### src/rtl/sle_pkg.sv
// Shared constants and types for the sequential list engine.
// Used by every module of the block; depends on nothing.
`default_nettype none

package sle_pkg;

	// list storage
	localparam int DEPTH  = 2048;
	localparam int IDX_W  = $clog2(DEPTH);
	localparam int CNT_W  = 12;
	localparam int POS_W  = 12;
	localparam int WORD_W = 32;
	localparam int KIND_W = 3;
	localparam int STAT_W = 2;

	// stream payload widths
	localparam int S_DATA_W = ((POS_W + WORD_W + 7) / 8) * 8;
	localparam int S_USER_W = KIND_W;
	localparam int M_FLD_W  = WORD_W + POS_W + STAT_W + CNT_W;
	localparam int M_DATA_W = ((M_FLD_W + 7) / 8) * 8;

	typedef logic signed [WORD_W-1:0] word_t;

	// request kinds
	localparam logic [KIND_W-1:0] OP_READ   = 3'd0;
	localparam logic [KIND_W-1:0] OP_WRITE  = 3'd1;
	localparam logic [KIND_W-1:0] OP_INSERT = 3'd2;
	localparam logic [KIND_W-1:0] OP_DELETE = 3'd3;
	localparam logic [KIND_W-1:0] OP_LOCATE = 3'd4;
	localparam logic [KIND_W-1:0] OP_PRED   = 3'd5;
	localparam logic [KIND_W-1:0] OP_SUCC   = 3'd6;
	localparam logic [KIND_W-1:0] OP_CLEAR  = 3'd7;

	// result status
	localparam logic [STAT_W-1:0] STAT_OK       = 2'd0;
	localparam logic [STAT_W-1:0] STAT_RANGE    = 2'd1;
	localparam logic [STAT_W-1:0] STAT_NOTFOUND = 2'd2;
	localparam logic [STAT_W-1:0] STAT_FULL     = 2'd3;

endpackage

`default_nettype wire

### src/rtl/sle_cell.sv
// One storage cell of the list row: a word that takes its neighbor's word on shift.
// Depends on sle_pkg.
`default_nettype none

module sle_cell (
	input  wire                   clk,
	input  wire                   shift,
	input  wire sle_pkg::word_t   din,
	output sle_pkg::word_t        dout
);
	import sle_pkg::*;

	word_t word_q;

	// take the neighbor's word while the row rotates
	always_ff @(posedge clk) begin
		if (shift) begin
			word_q <= din;
		end
	end

	assign dout = word_q;

endmodule

`default_nettype wire

### config.mk
export PLATFORM = sky130hd
export DESIGN_NAME = sle_cell
export DESIGN_NICKNAME = d
export VERILOG_FILES = /design/src/rtl/sle_pkg.sv /design/src/rtl/sle_cell.sv
export SDC_FILE = /design/constraint.sdc
export NUM_CORES = 1
export LEC_CHECK = 0
export BUFFER_PORTS_ARGS = -buffer_cell sky130_fd_sc_hd__buf_2
export CELL_PAD_IN_SITES_DETAIL_PLACEMENT = 1
export CELL_PAD_IN_SITES_GLOBAL_PLACEMENT = 1
export CORE_MARGIN = 5
export CORE_UTILIZATION = 33
export DETAILED_ROUTE_END_ITERATION = 6
export MAX_ROUTING_LAYER = met4
export PLACE_DENSITY_LB_ADDON = 0.1
export SLEW_MARGIN = 20
export SYNTH_ARGS = -nofsm -noshare
export SYNTH_HDL_FRONTEND = slang
export SYNTH_SLANG_ARGS = --single-unit
### constraint.sdc
create_clock -name clk -period 0.8 [get_ports clk]
set_clock_uncertainty 0.05 [all_clocks]
set_input_delay 0.04 -clock clk [delete_from_list [all_inputs] [get_ports clk]]
set_output_delay 0.04 -clock clk [all_outputs]
set_load 0.03 [all_outputs]
==> impl_metrics.sql <==
INSERT INTO impl_metrics (metric_group, metric, value, unit) VALUES
('critical_path', 'crit_family', 'flip-flops', ''),
('status', 'status', 'finished, violations left', ''),
('yosys', 'most_used_standard_cells_in_the_synthesized_netlist', '32 x sky130_fd_sc_hd__edfxtp_1', ''),
('die', 'fp-row-count', '19', ''),
('critical_path', 'cpMaxStageDelayCell', 'sky130_fd_sc_hd__edfxtp_1', ''),
('placed_design', 'place_congestion', '0.650', ''),
('timing', 'setup-tns-final', '-5.00', 'ns'),
('hold_path', 'worst_hold_path.num_cells', '2', ''),
('final_layout', 'number_of_flip_flops_under_the_largest_register_name', '32', ''),
('timing', 'tightest_slew', '0.104', 'ns'),
('global_routing', 'global_route_wire_length_before_repair', '4600', 'um'),
('yosys', 'yosysTopAreaCellShare', '100', '%'),
('final_layout', 'insertedDiodeCount', '0', ''),
('yosys', 'post_synth.cell_area_avg', '30.0', 'um^2'),
('global_routing', 'grt.total_usage', '16.4', '%'),
('routing', 'detail_route.iter0.violations', '31', ''),
('yosys', 'synth_area', '961', 'um^2'),
('timing', 'rsz0062_at_grt', 'yes', ''),
('placed_design', 'dpl.cell_count', '130', ''),
('timing', 'period_minus_slack', '0.989', 'ns'),
('hold_path', 'min_delay_worst_endpoint', 'dout[7]', ''),
('yosys', 'number_of_synthesized_flops_with_an_enable_pin', '32', ''),
('global_routing', 'grt_pass1_vias', '855', ''),
('yosys', 'netlist.top_cell.by_area', 'sky130_fd_sc_hd__edfxtp_1', ''),
('die', 'die_area', '4090', 'um^2'),
('clock_network', 'cts.reportedPaths.clkPinSlew', '0.10', 'ns'),
('yosys', 'syn-num-nets', '66', ''),
('timing', 'maxClockFrequency', '1010', 'MHz'),
('critical_path', 'timing.setup.critical_path_class', 'flop to output pin', ''),
('final_layout', 'fin_cells', '170', ''),
('timing', 'hold_viol', '0', ''),
('critical_path', 'required', '0.71', 'ns'),
('flow_run', 'drv.max_cap_violation_count', '0', ''),
('clock_network', 'cts.htree.levels', '2', ''),
('routing', 'route.detailed.vias_per_inst', '4.25', ''),
('timing', 'slew_violations', '0', ''),
('yosys', 'async_flop_share', '0', '%'),
('die', 'floorplan.die.width', '64.0', 'um'),
('die', 'start_util', '34.5', '%'),
('status', 'violations', 'setup timing', ''),
('timing', 'final-setup-viol-count', '32', ''),
('timing', 'final_critical_path_setup_slack', '-0.189', 'ns'),
('pwr', 'power_leakage', '0.829', 'nW'),
('die', 'die-height', '64.0', 'um'),
('yosys', 'synth_sequential_area_ratio', '100', '%'),
('critical_path', 'cp_data_arrival_time', '0.90', 'ns'),
('clock_network', 'max-clock-path-buffers', '2', ''),
('final_layout', 'nMultiInputCombCells', '0', ''),
('die', 'core_area', '2780', 'um^2'),
('critical_path', 'cp_endpoint_kind', 'output pin', ''),
('critical_path', 'setup.worst_path.start_class', 'flop', ''),
('final_layout', 'fin_nets', '172', ''),
('final_layout', 'syn_to_final_growth', '104', '%'),
('routing', 'firstDrtPassIters', '3', ''),
('routing', 'drcViolationCount', '0', ''),
('pwr', 'power_density', '2050', 'nW/um^2'),
('clock_network', 'tritoncts', 'built', ''),
('clock_network', 'clock_sink_count', '32', ''),
('clock_network', 'post-cts-setup-buffers', '0', ''),
('yosys', 'number_of_different_library_cells_in_the_post_synthesis_netlist', '1', ''),
('global_routing', 'number_of_antenna_violations_at_the_first_check_in_global_routing', '0', ''),
('yosys', 'synth_most_common_cell', 'sky130_fd_sc_hd__edfxtp_1', ''),
('yosys', 'post_synth_main_area_contributors', 'sky130_fd_sc_hd__edfxtp_1 100%', ''),
('hold_path', 'hold_path_class', 'primary input to flop', ''),
('critical_path', 'critical_path.max_fanout', '1', ''),
('routing', 'antenna_violating_nets_post_route', '0', ''),
('die', 'boundaryPins', '66', ''),
('placed_design', 'dpl-instance-area', '1370', 'um^2'),
('final_layout', 'multi_input_area', '0', 'um^2'),
('timing', 'layout_worst_path_cycle_share', '124', '%'),
('global_routing', 'globalRoute.totalOverflow', '0', '');
cells by family after synthesis:
logic type	count (synthesis)	share of synthesized area [%]
DFF	32	100
power by group:
part | internal, mW | switching (mW) | leakage (nW)
sequential | 1.99 | 0.0625 | 0.313
combinational | 0.408 | 0.396 | 0.476
clock | 0.638 | 0.519 | 0.0403
stage by stage:
stage	utilization [%]	worst slack (ns)	hold slack [ns]
after floorplan	-	0.214	0.0889
after global placement	49.1	0.108	0.166
after detailed placement	49.1	0.0999	0.168
after CTS	70.5	-0.216	0.0713
after global routing	70.5	-0.254	0.0583
final	70.5	-0.189	0.0914
final cells by class:
type / instances / area (um^2)
sequential: 32 / 961
timing repair buffer: 99 / 886
fill: 247 / 821
tap: 31 / 38.8
clock buffer: 5 / 37.5
clock inverter: 3 / 37.5
worst max path at each step:
stage	from	end	slack, ns	cells past startpoint
3_3_place_gp	shift	dout[10]	0.11	2
3_5_place_dp	shift	dout[10]	0.1	2
5_1_grt	dout[0]	dout[0]	-0.25	1
6_report	dout[0]	dout[0]	-0.19	1
4_1_cts	dout[15]	dout[15]	-0.22	1
2_1_floorplan	dout[0]	dout[0]	0.21	0
cell usage in the layout, fill, tap and decap left out:
cell type / count
sky130_fd_sc_hd__buf_12: 2
sky130_fd_sc_hd__clkbuf_4: 5
sky130_fd_sc_hd__bufinv_16: 1
sky130_fd_sc_hd__edfxtp_1: 32
sky130_fd_sc_hd__buf_2: 33
sky130_fd_sc_hd__dlygate4sd3_1: 32
sky130_fd_sc_hd__buf_6: 32
sky130_fd_sc_hd__clkinv_1: 2
routing by layer:
layer / part of all wire [%] / global-route usage (%) / vias up / wire [um]
li1: - / - / 341 / -
met1: 33 / 15.7 / 353 / 943
met2: 60 / 29.4 / 26 / 1750
met4: 0.62 / 3.90 / 0 / 18
met5: 0 / - / - / 0
met3: 6.2 / 7.71 / 2 / 179
repair_timing:
| item | in CTS | in global routing |
|---|---|---|
| gates resized for setup | 64 | 0 |
| hold buffers | 32 | 0 |
| hold endpoints to repair | 32 | 0 |
| setup endpoints to repair | 32 | 32 |
| pin swaps | 0 | 0 |
(Power assumes the default switching activity.)
