<file path="src/rtl/sle_pkg.sv">
// Shared constants and types for the sequential list engine.
// Used by every module of the block; depends on nothing.
`default_nettype none

package sle_pkg;

	// list storage
	localparam int DEPTH  = 2048;
	localparam int IDX_W  = $clog2(DEPTH);
	localparam int CNT_W  = 12;
	localparam int POS_W  = 12;
	localparam int WORD_W = 32;
	localparam int KIND_W = 3;
	localparam int STAT_W = 2;

	// stream payload widths
	localparam int S_DATA_W = ((POS_W + WORD_W + 7) / 8) * 8;
	localparam int S_USER_W = KIND_W;
	localparam int M_FLD_W  = WORD_W + POS_W + STAT_W + CNT_W;
	localparam int M_DATA_W = ((M_FLD_W + 7) / 8) * 8;

	typedef logic signed [WORD_W-1:0] word_t;

	// request kinds
	localparam logic [KIND_W-1:0] OP_READ   = 3'd0;
	localparam logic [KIND_W-1:0] OP_WRITE  = 3'd1;
	localparam logic [KIND_W-1:0] OP_INSERT = 3'd2;
	localparam logic [KIND_W-1:0] OP_DELETE = 3'd3;
	localparam logic [KIND_W-1:0] OP_LOCATE = 3'd4;
	localparam logic [KIND_W-1:0] OP_PRED   = 3'd5;
	localparam logic [KIND_W-1:0] OP_SUCC   = 3'd6;
	localparam logic [KIND_W-1:0] OP_CLEAR  = 3'd7;

	// result status
	localparam logic [STAT_W-1:0] STAT_OK       = 2'd0;
	localparam logic [STAT_W-1:0] STAT_RANGE    = 2'd1;
	localparam logic [STAT_W-1:0] STAT_NOTFOUND = 2'd2;
	localparam logic [STAT_W-1:0] STAT_FULL     = 2'd3;

endpackage

`default_nettype wire

</file>
<file path="src/rtl/sle_ctrl.sv">
// Request sequencer: decodes a transaction, drives one full rotation of the cell row
// if the request walks, rewrites the tail word stream and builds the result. Depends on sle_pkg.
`default_nettype none

module sle_ctrl (
	input  wire                          clk,
	input  wire                          arst_n,
	input  wire                          s_tvalid,
	output logic                         s_tready,
	input  wire [sle_pkg::S_DATA_W-1:0]  s_tdata,
	input  wire [sle_pkg::S_USER_W-1:0]  s_tuser,
	output logic                         m_tvalid,
	input  wire                          m_tready,
	output logic [sle_pkg::M_DATA_W-1:0] m_tdata,
	input  wire sle_pkg::word_t          head,
	input  wire sle_pkg::word_t          next,
	output logic                         shift,
	output sle_pkg::word_t               feed
);
	import sle_pkg::*;

	localparam logic [1:0] ST_IDLE = 2'd0;
	localparam logic [1:0] ST_WALK = 2'd1;
	localparam logic [1:0] ST_FIN  = 2'd2;

	logic [1:0]          state_q;
	logic                m_valid_q;
	logic [M_DATA_W-1:0] m_data_q;
	logic [CNT_W-1:0]    count_q;

	logic [KIND_W-1:0]   kind_q;
	logic [POS_W-1:0]    pos_q;
	word_t               key_q;
	logic [STAT_W-1:0]   st_q;
	word_t               vout_q;
	logic [POS_W-1:0]    pout_q;
	logic                found_q;
	word_t               prev_q;
	logic [IDX_W-1:0]    t_q;

	logic [KIND_W-1:0]   in_kind;
	logic [POS_W-1:0]    in_pos;
	word_t               in_val;
	logic                s_acc;
	logic                ld_out;
	logic                rng_ok;
	logic                ins_ok;
	logic                full;
	logic [STAT_W-1:0]   acc_st;
	logic                acc_walk;
	logic [IDX_W-1:0]    p0;
	logic [CNT_W-1:0]    t_ext;
	logic                is_search;
	logic                match;
	logic [CNT_W-1:0]    cnt_new;

	// request fields
	assign in_kind = s_tuser;
	assign in_pos  = s_tdata[POS_W-1:0];
	assign in_val  = s_tdata[POS_W+WORD_W-1:POS_W];

	assign s_tready = (state_q == ST_IDLE);
	assign s_acc    = s_tvalid && s_tready;
	assign ld_out   = (state_q == ST_FIN) && (!m_valid_q || m_tready);
	assign m_tvalid = m_valid_q;
	assign m_tdata  = m_data_q;

	// position and capacity checks against the current count
	assign rng_ok = (in_pos != '0) && (in_pos <= count_q);
	assign ins_ok = (in_pos != '0) && (in_pos <= count_q + CNT_W'(1));
	assign full   = (count_q == CNT_W'(DEPTH));

	always_comb begin
		acc_st   = STAT_OK;
		acc_walk = 1'b0;
		unique case (in_kind) inside
			OP_READ, OP_WRITE, OP_DELETE: begin
				if (rng_ok) acc_walk = 1'b1;
				else acc_st = STAT_RANGE;
			end
			OP_INSERT: begin
				if (full) acc_st = STAT_FULL;
				else if (!ins_ok) acc_st = STAT_RANGE;
				else acc_walk = 1'b1;
			end
			OP_LOCATE, OP_PRED, OP_SUCC: begin
				acc_walk = 1'b1;
				acc_st   = STAT_NOTFOUND;
			end
			OP_CLEAR: begin
				acc_st = STAT_OK;
			end
		endcase
	end

	// walk position: t_q is the index of the word now at the row's head
	assign p0        = IDX_W'(pos_q - POS_W'(1));
	assign t_ext     = CNT_W'(t_q);
	assign is_search = (kind_q == OP_LOCATE) || (kind_q == OP_PRED) || (kind_q == OP_SUCC);
	assign match     = is_search && !found_q && (head == key_q) && (t_ext < count_q);
	assign shift     = (state_q == ST_WALK);

	// word written back at the tail
	always_comb begin
		feed = head;
		case (kind_q) inside
			OP_WRITE: begin
				if (t_q == p0) feed = key_q;
			end
			OP_INSERT: begin
				if (t_q == p0) feed = key_q;
				else if (t_q > p0) feed = prev_q;
			end
			OP_DELETE: begin
				if (t_q >= p0) feed = next;
			end
			default: feed = head;
		endcase
	end

	// count after the request
	always_comb begin
		cnt_new = count_q;
		if (st_q == STAT_OK) begin
			case (kind_q) inside
				OP_INSERT: cnt_new = count_q + CNT_W'(1);
				OP_DELETE: cnt_new = count_q - CNT_W'(1);
				OP_CLEAR:  cnt_new = '0;
				default:   cnt_new = count_q;
			endcase
		end
	end

	// control state
	always_ff @(posedge clk or negedge arst_n) begin
		if (!arst_n) begin
			state_q   <= ST_IDLE;
			m_valid_q <= 1'b0;
			count_q   <= '0;
		end else begin
			unique case (state_q)
				ST_IDLE: begin
					if (s_acc) state_q <= acc_walk ? ST_WALK : ST_FIN;
				end
				ST_WALK: begin
					if (t_q == IDX_W'(DEPTH - 1)) state_q <= ST_FIN;
				end
				ST_FIN: begin
					if (ld_out) begin
						state_q <= ST_IDLE;
						count_q <= cnt_new;
					end
				end
				default: state_q <= ST_IDLE;
			endcase
			if (ld_out) m_valid_q <= 1'b1;
			else if (m_tready) m_valid_q <= 1'b0;
		end
	end

	// request and result datapath
	always_ff @(posedge clk) begin
		if (s_acc) begin
			kind_q  <= in_kind;
			pos_q   <= in_pos;
			key_q   <= in_val;
			st_q    <= acc_st;
			vout_q  <= '0;
			pout_q  <= '0;
			found_q <= 1'b0;
			t_q     <= '0;
		end else if (state_q == ST_WALK) begin
			t_q    <= t_q + IDX_W'(1);
			prev_q <= head;
			if (match) found_q <= 1'b1;
			case (kind_q) inside
				OP_READ, OP_WRITE, OP_DELETE: begin
					if (t_q == p0) vout_q <= head;
				end
				OP_LOCATE: begin
					if (match) begin
						st_q   <= STAT_OK;
						pout_q <= POS_W'(t_ext + CNT_W'(1));
					end
				end
				OP_PRED: begin
					if (match && (t_q != '0)) begin
						st_q   <= STAT_OK;
						vout_q <= prev_q;
					end
				end
				OP_SUCC: begin
					if (match && (t_ext + CNT_W'(1) < count_q)) begin
						st_q   <= STAT_OK;
						vout_q <= next;
					end
				end
				default: ;
			endcase
		end
		if (ld_out) begin
			m_data_q <= {{(M_DATA_W - M_FLD_W){1'b0}}, cnt_new, st_q, pout_q, vout_q};
		end
	end

endmodule

`default_nettype wire

</file>
<file path="config.mk">
export PLATFORM = sky130hd
export DESIGN_NAME = sle_ctrl
export DESIGN_NICKNAME = d
export VERILOG_FILES = /design/src/rtl/sle_pkg.sv /design/src/rtl/sle_ctrl.sv
export SDC_FILE = /design/constraint.sdc
export NUM_CORES = 1
export LEC_CHECK = 0
export BUFFER_PORTS_ARGS = -buffer_cell sky130_fd_sc_hd__clkbuf_2
export CAP_MARGIN = 20
export CORE_AREA = 2 2 169 171
export DETAILED_ROUTE_END_ITERATION = 8
export DIE_AREA = 0 0 171 173
export MAX_ROUTING_LAYER = met4
export SYNTH_ARGS = -nofsm -noshare
export SYNTH_HDL_FRONTEND = slang
export SYNTH_SLANG_ARGS = --single-unit
export TNS_END_PERCENT = 20
</file>
<file path="constraint.sdc">
create_clock -name clk -period 3.97 [get_ports clk]
set_clock_uncertainty 0.2 [all_clocks]
set_input_delay 0.1985 -clock clk [delete_from_list [all_inputs] [get_ports clk]]
set_output_delay 0.1985 -clock clk [all_outputs]
set_load 0.1 [all_outputs]
</file>
==> results.cfg <==
[sta]
rsz0062_at_grt = true
hold_violations = 0
drv_slew = 0
slew_headroom = 0.3111
worst-slew-pin-transition_ps = 1033
final.setup.worst_slack_ps = -369.2
max_freq_ghz = 0.2305
period_share = 1.093
setup_tns_ps = -9151
post-route-min-period_ps = 4339
report.final.setup_viol = 32

[detailed_routing]
wl_per_cell_um = 21.15
vias_per_cell = 5.872
drtAntennaViolNets = 0
drtIter0Drc = 1385
firstDrtPassIters = 6
vias = 11470
drc = 0
routed_wl_um = 41300

[min_path]
holdPathStages = 5
min_path_type = in2reg
hold_path_end = vout_q[1]
hp-start = next[1]

[grt]
antenna_found_initial = 0
grt.overflow.total = 0
grt_util_all_layers = 0.2829
first_global_vias = 11210
grt_max_degree = 54
grt_pass1_wl_um = 64020

[clock_network]
h-tree-depth = 1
cts_tree = done
clk_pin_slew_ps = 60
insertion_delay_ps = 530
cts_made_buffers = 24
clockBufferDepth = 3
cts_root_buf = clkbuf_16
cts_sinks = 209

[yosys]
yosys-top-cells-count = edfxtp_1 (138), nand2_1 (115), nor2_1 (89)
yosysTopAreaCell = edfxtp_1
avgSynthCellArea_um2 = 9.971
async_flop_share = 0.07177
synth_most_common_cell = edfxtp_1
ys.flop_type = edfxtp_1
synthCells = 1209
yosysWarnings = 0
synth-edff-count = 138
synth_seq_cells = 209
ys_seq_area_frac = 0.4679
yosys.cell_types.count = 72
yosysTopAreaCellShare = 0.3437
synth_area_leaders = edfxtp_1 (34%), dfxtp_1 (9.3%), ha_1 (6.3%)
syn_area_um2 = 12060

[floorplanning]
die_x_um = 171
die_h_um = 173
die_area_um2 = 29580
start_util = 0.4363
std_cell_rows = 61
core_area_um2 = 27630
io_pins = 218

[setup_path]
path_class = reg2out
required_ps = 3570
worstPathArrival_ps = 3940
crit_path_start_kind = flip-flop
r2r_start = count_q[1]
cp-end-kind = output port
cp_max_fo = 7
r2r_slack_ps = 340
reg2regPathDepth = 15
rr_endpoint = state_q[1]

[power_and_ir_drop]
p_leak_nw = 7.029
p_total_mw = 8.373
powerDensity_nw_per_um2 = 496.5
irDropWorstVdd_mv = 0.3609

[status]
outcome = complete, but fails checks
violations = setup timing

[final_layout]
fillCellCount = 2368
synthToLayoutAreaGrowth_pct = 39.89
fin_area_um2 = 16860
diodes = 0
post_route_cells_drive_above_1_share = 0.2584
nets = 1737

[place]
gp_congestion = 0.9548
io_buffers = 207
place_ws_ps = -215.7
dpl_cell_area_um2 = 14460
dp_hpwl_um = 28290

[job]
cap_viol_max_count = 0
[cell usage in the layout, fill, tap and decap left out, types with 48 or more instances in the layout]
cell and instances:
edfxtp_1 138, nand2_1 113, mux2i_1 48, buf_4 66, ha_1 60, a21oi_1 76, dfxtp_1 56, dlygate4sd3_1 109
nand4_1 54, clkbuf_2 175, nor2_1 85, o21ai_0 49
[final cells by class]
class,instances,area [um2],share of cell area
multi-input cells,896,6371,0.3778
flip-flops and latches,209,5640,0.3345
repair buffers,400,3440,0.2040
clock buffers,34,752.0,0.04459
well taps,378,473.0,0.02805
inverters,26,97.59,0.005787
clock inverters,10,90.09,0.005342
[state kept, by name, indices dropped and copies added (netlist names)]
register / count
pos_q: 11
st_q: 2
count_q: 12
key_q: 32
t_q: 11
vout_q: 32
state_q: 2
m_tvalid: 1
pout_q: 12
prev_q: 32
kind_q: 3
found_q: 1
m_tdata: 58
[how the worst max path moves through the flow]
stage,slack [ps],cells after the start,end,start
final,-370,16,feed[26],pos_q[1]
after global routing,-610,15,feed[26],pos_q[3]
after CTS,-300,13,feed[17],pos_q[9]
after detailed placement,-220,13,feed[6],pos_q[0]
after global placement,-130,12,feed[24],pos_q[3]
after floorplan,-500,12,feed[11],pos_q[7]
[what timing repair did]
item                       4_1_cts  5_1_grt
cloned                           4        1
hold buffers                   109        0
setup endpoints to repair       32       33
pin swaps                       24        8
hold endpoints to repair       129        0
buffers inserted                12        3
resized for setup               31       18
[where the power goes]
group	leakage [nW]	switching (mW)	internal [mW]
Clock	0.418	0.932	1.39
Combinational	4.66	2.00	1.10
Sequential	1.95	0.275	2.67
[metal layers]
metal  part of all wire  global-route usage  vias up  wire length [um]
met3              0.078             0.04303      108              3204
li1                   -                   -     5300                 -
met5                  0                   -        -                 0
met1               0.45              0.3975     5506             18510
met4              0.033             0.09110        0              1353
met2               0.44              0.4189      554             18220
[critical path, stage by stage (launching register included)]
cell and delay [ps]:
edfxtp_1 420, inv_1 80, ha_2 190, nand3b_1 150
nor3_2 170, xnor2_1 90, ha_1 290, nand4_1 180
buf_4 190, or3_4 410, buf_12 160, nor2_4 140
buf_4 170, buf_16 120, a221oi_1 80, o211ai_1 340
buf_12 230
[cells by family (layout without fill, tap and decap cells)]
family,Yosys count,after routing,synth area share
buffers and inverters,110,470,0.03882
xor gates and xnor gates,74,74,0.05439
muxes,54,54,0.04546
AOI/OAI and AO/OA,318,318,0.1749
other,1,6,0.0003111
adders and majority gates,61,61,0.06331
and+or+nand+nor,382,383,0.1550
DFF,209,209,0.4679
[metrics by stage]
stage / std cells / hold WS, ps / util
2_1_floorplan: 1214 / -297.1 / -
5_1_grt: 1953 / 53.54 / 0.6104
3_5_place_dp: 1780 / -25.50 / 0.5232
4_1_cts: 1949 / 4.622 / 0.6058
3_3_place_gp: 1780 / -29.41 / 0.5232
6_report: 1953 / 32.97 / 0.6104
(Power assumes the default switching activity.)
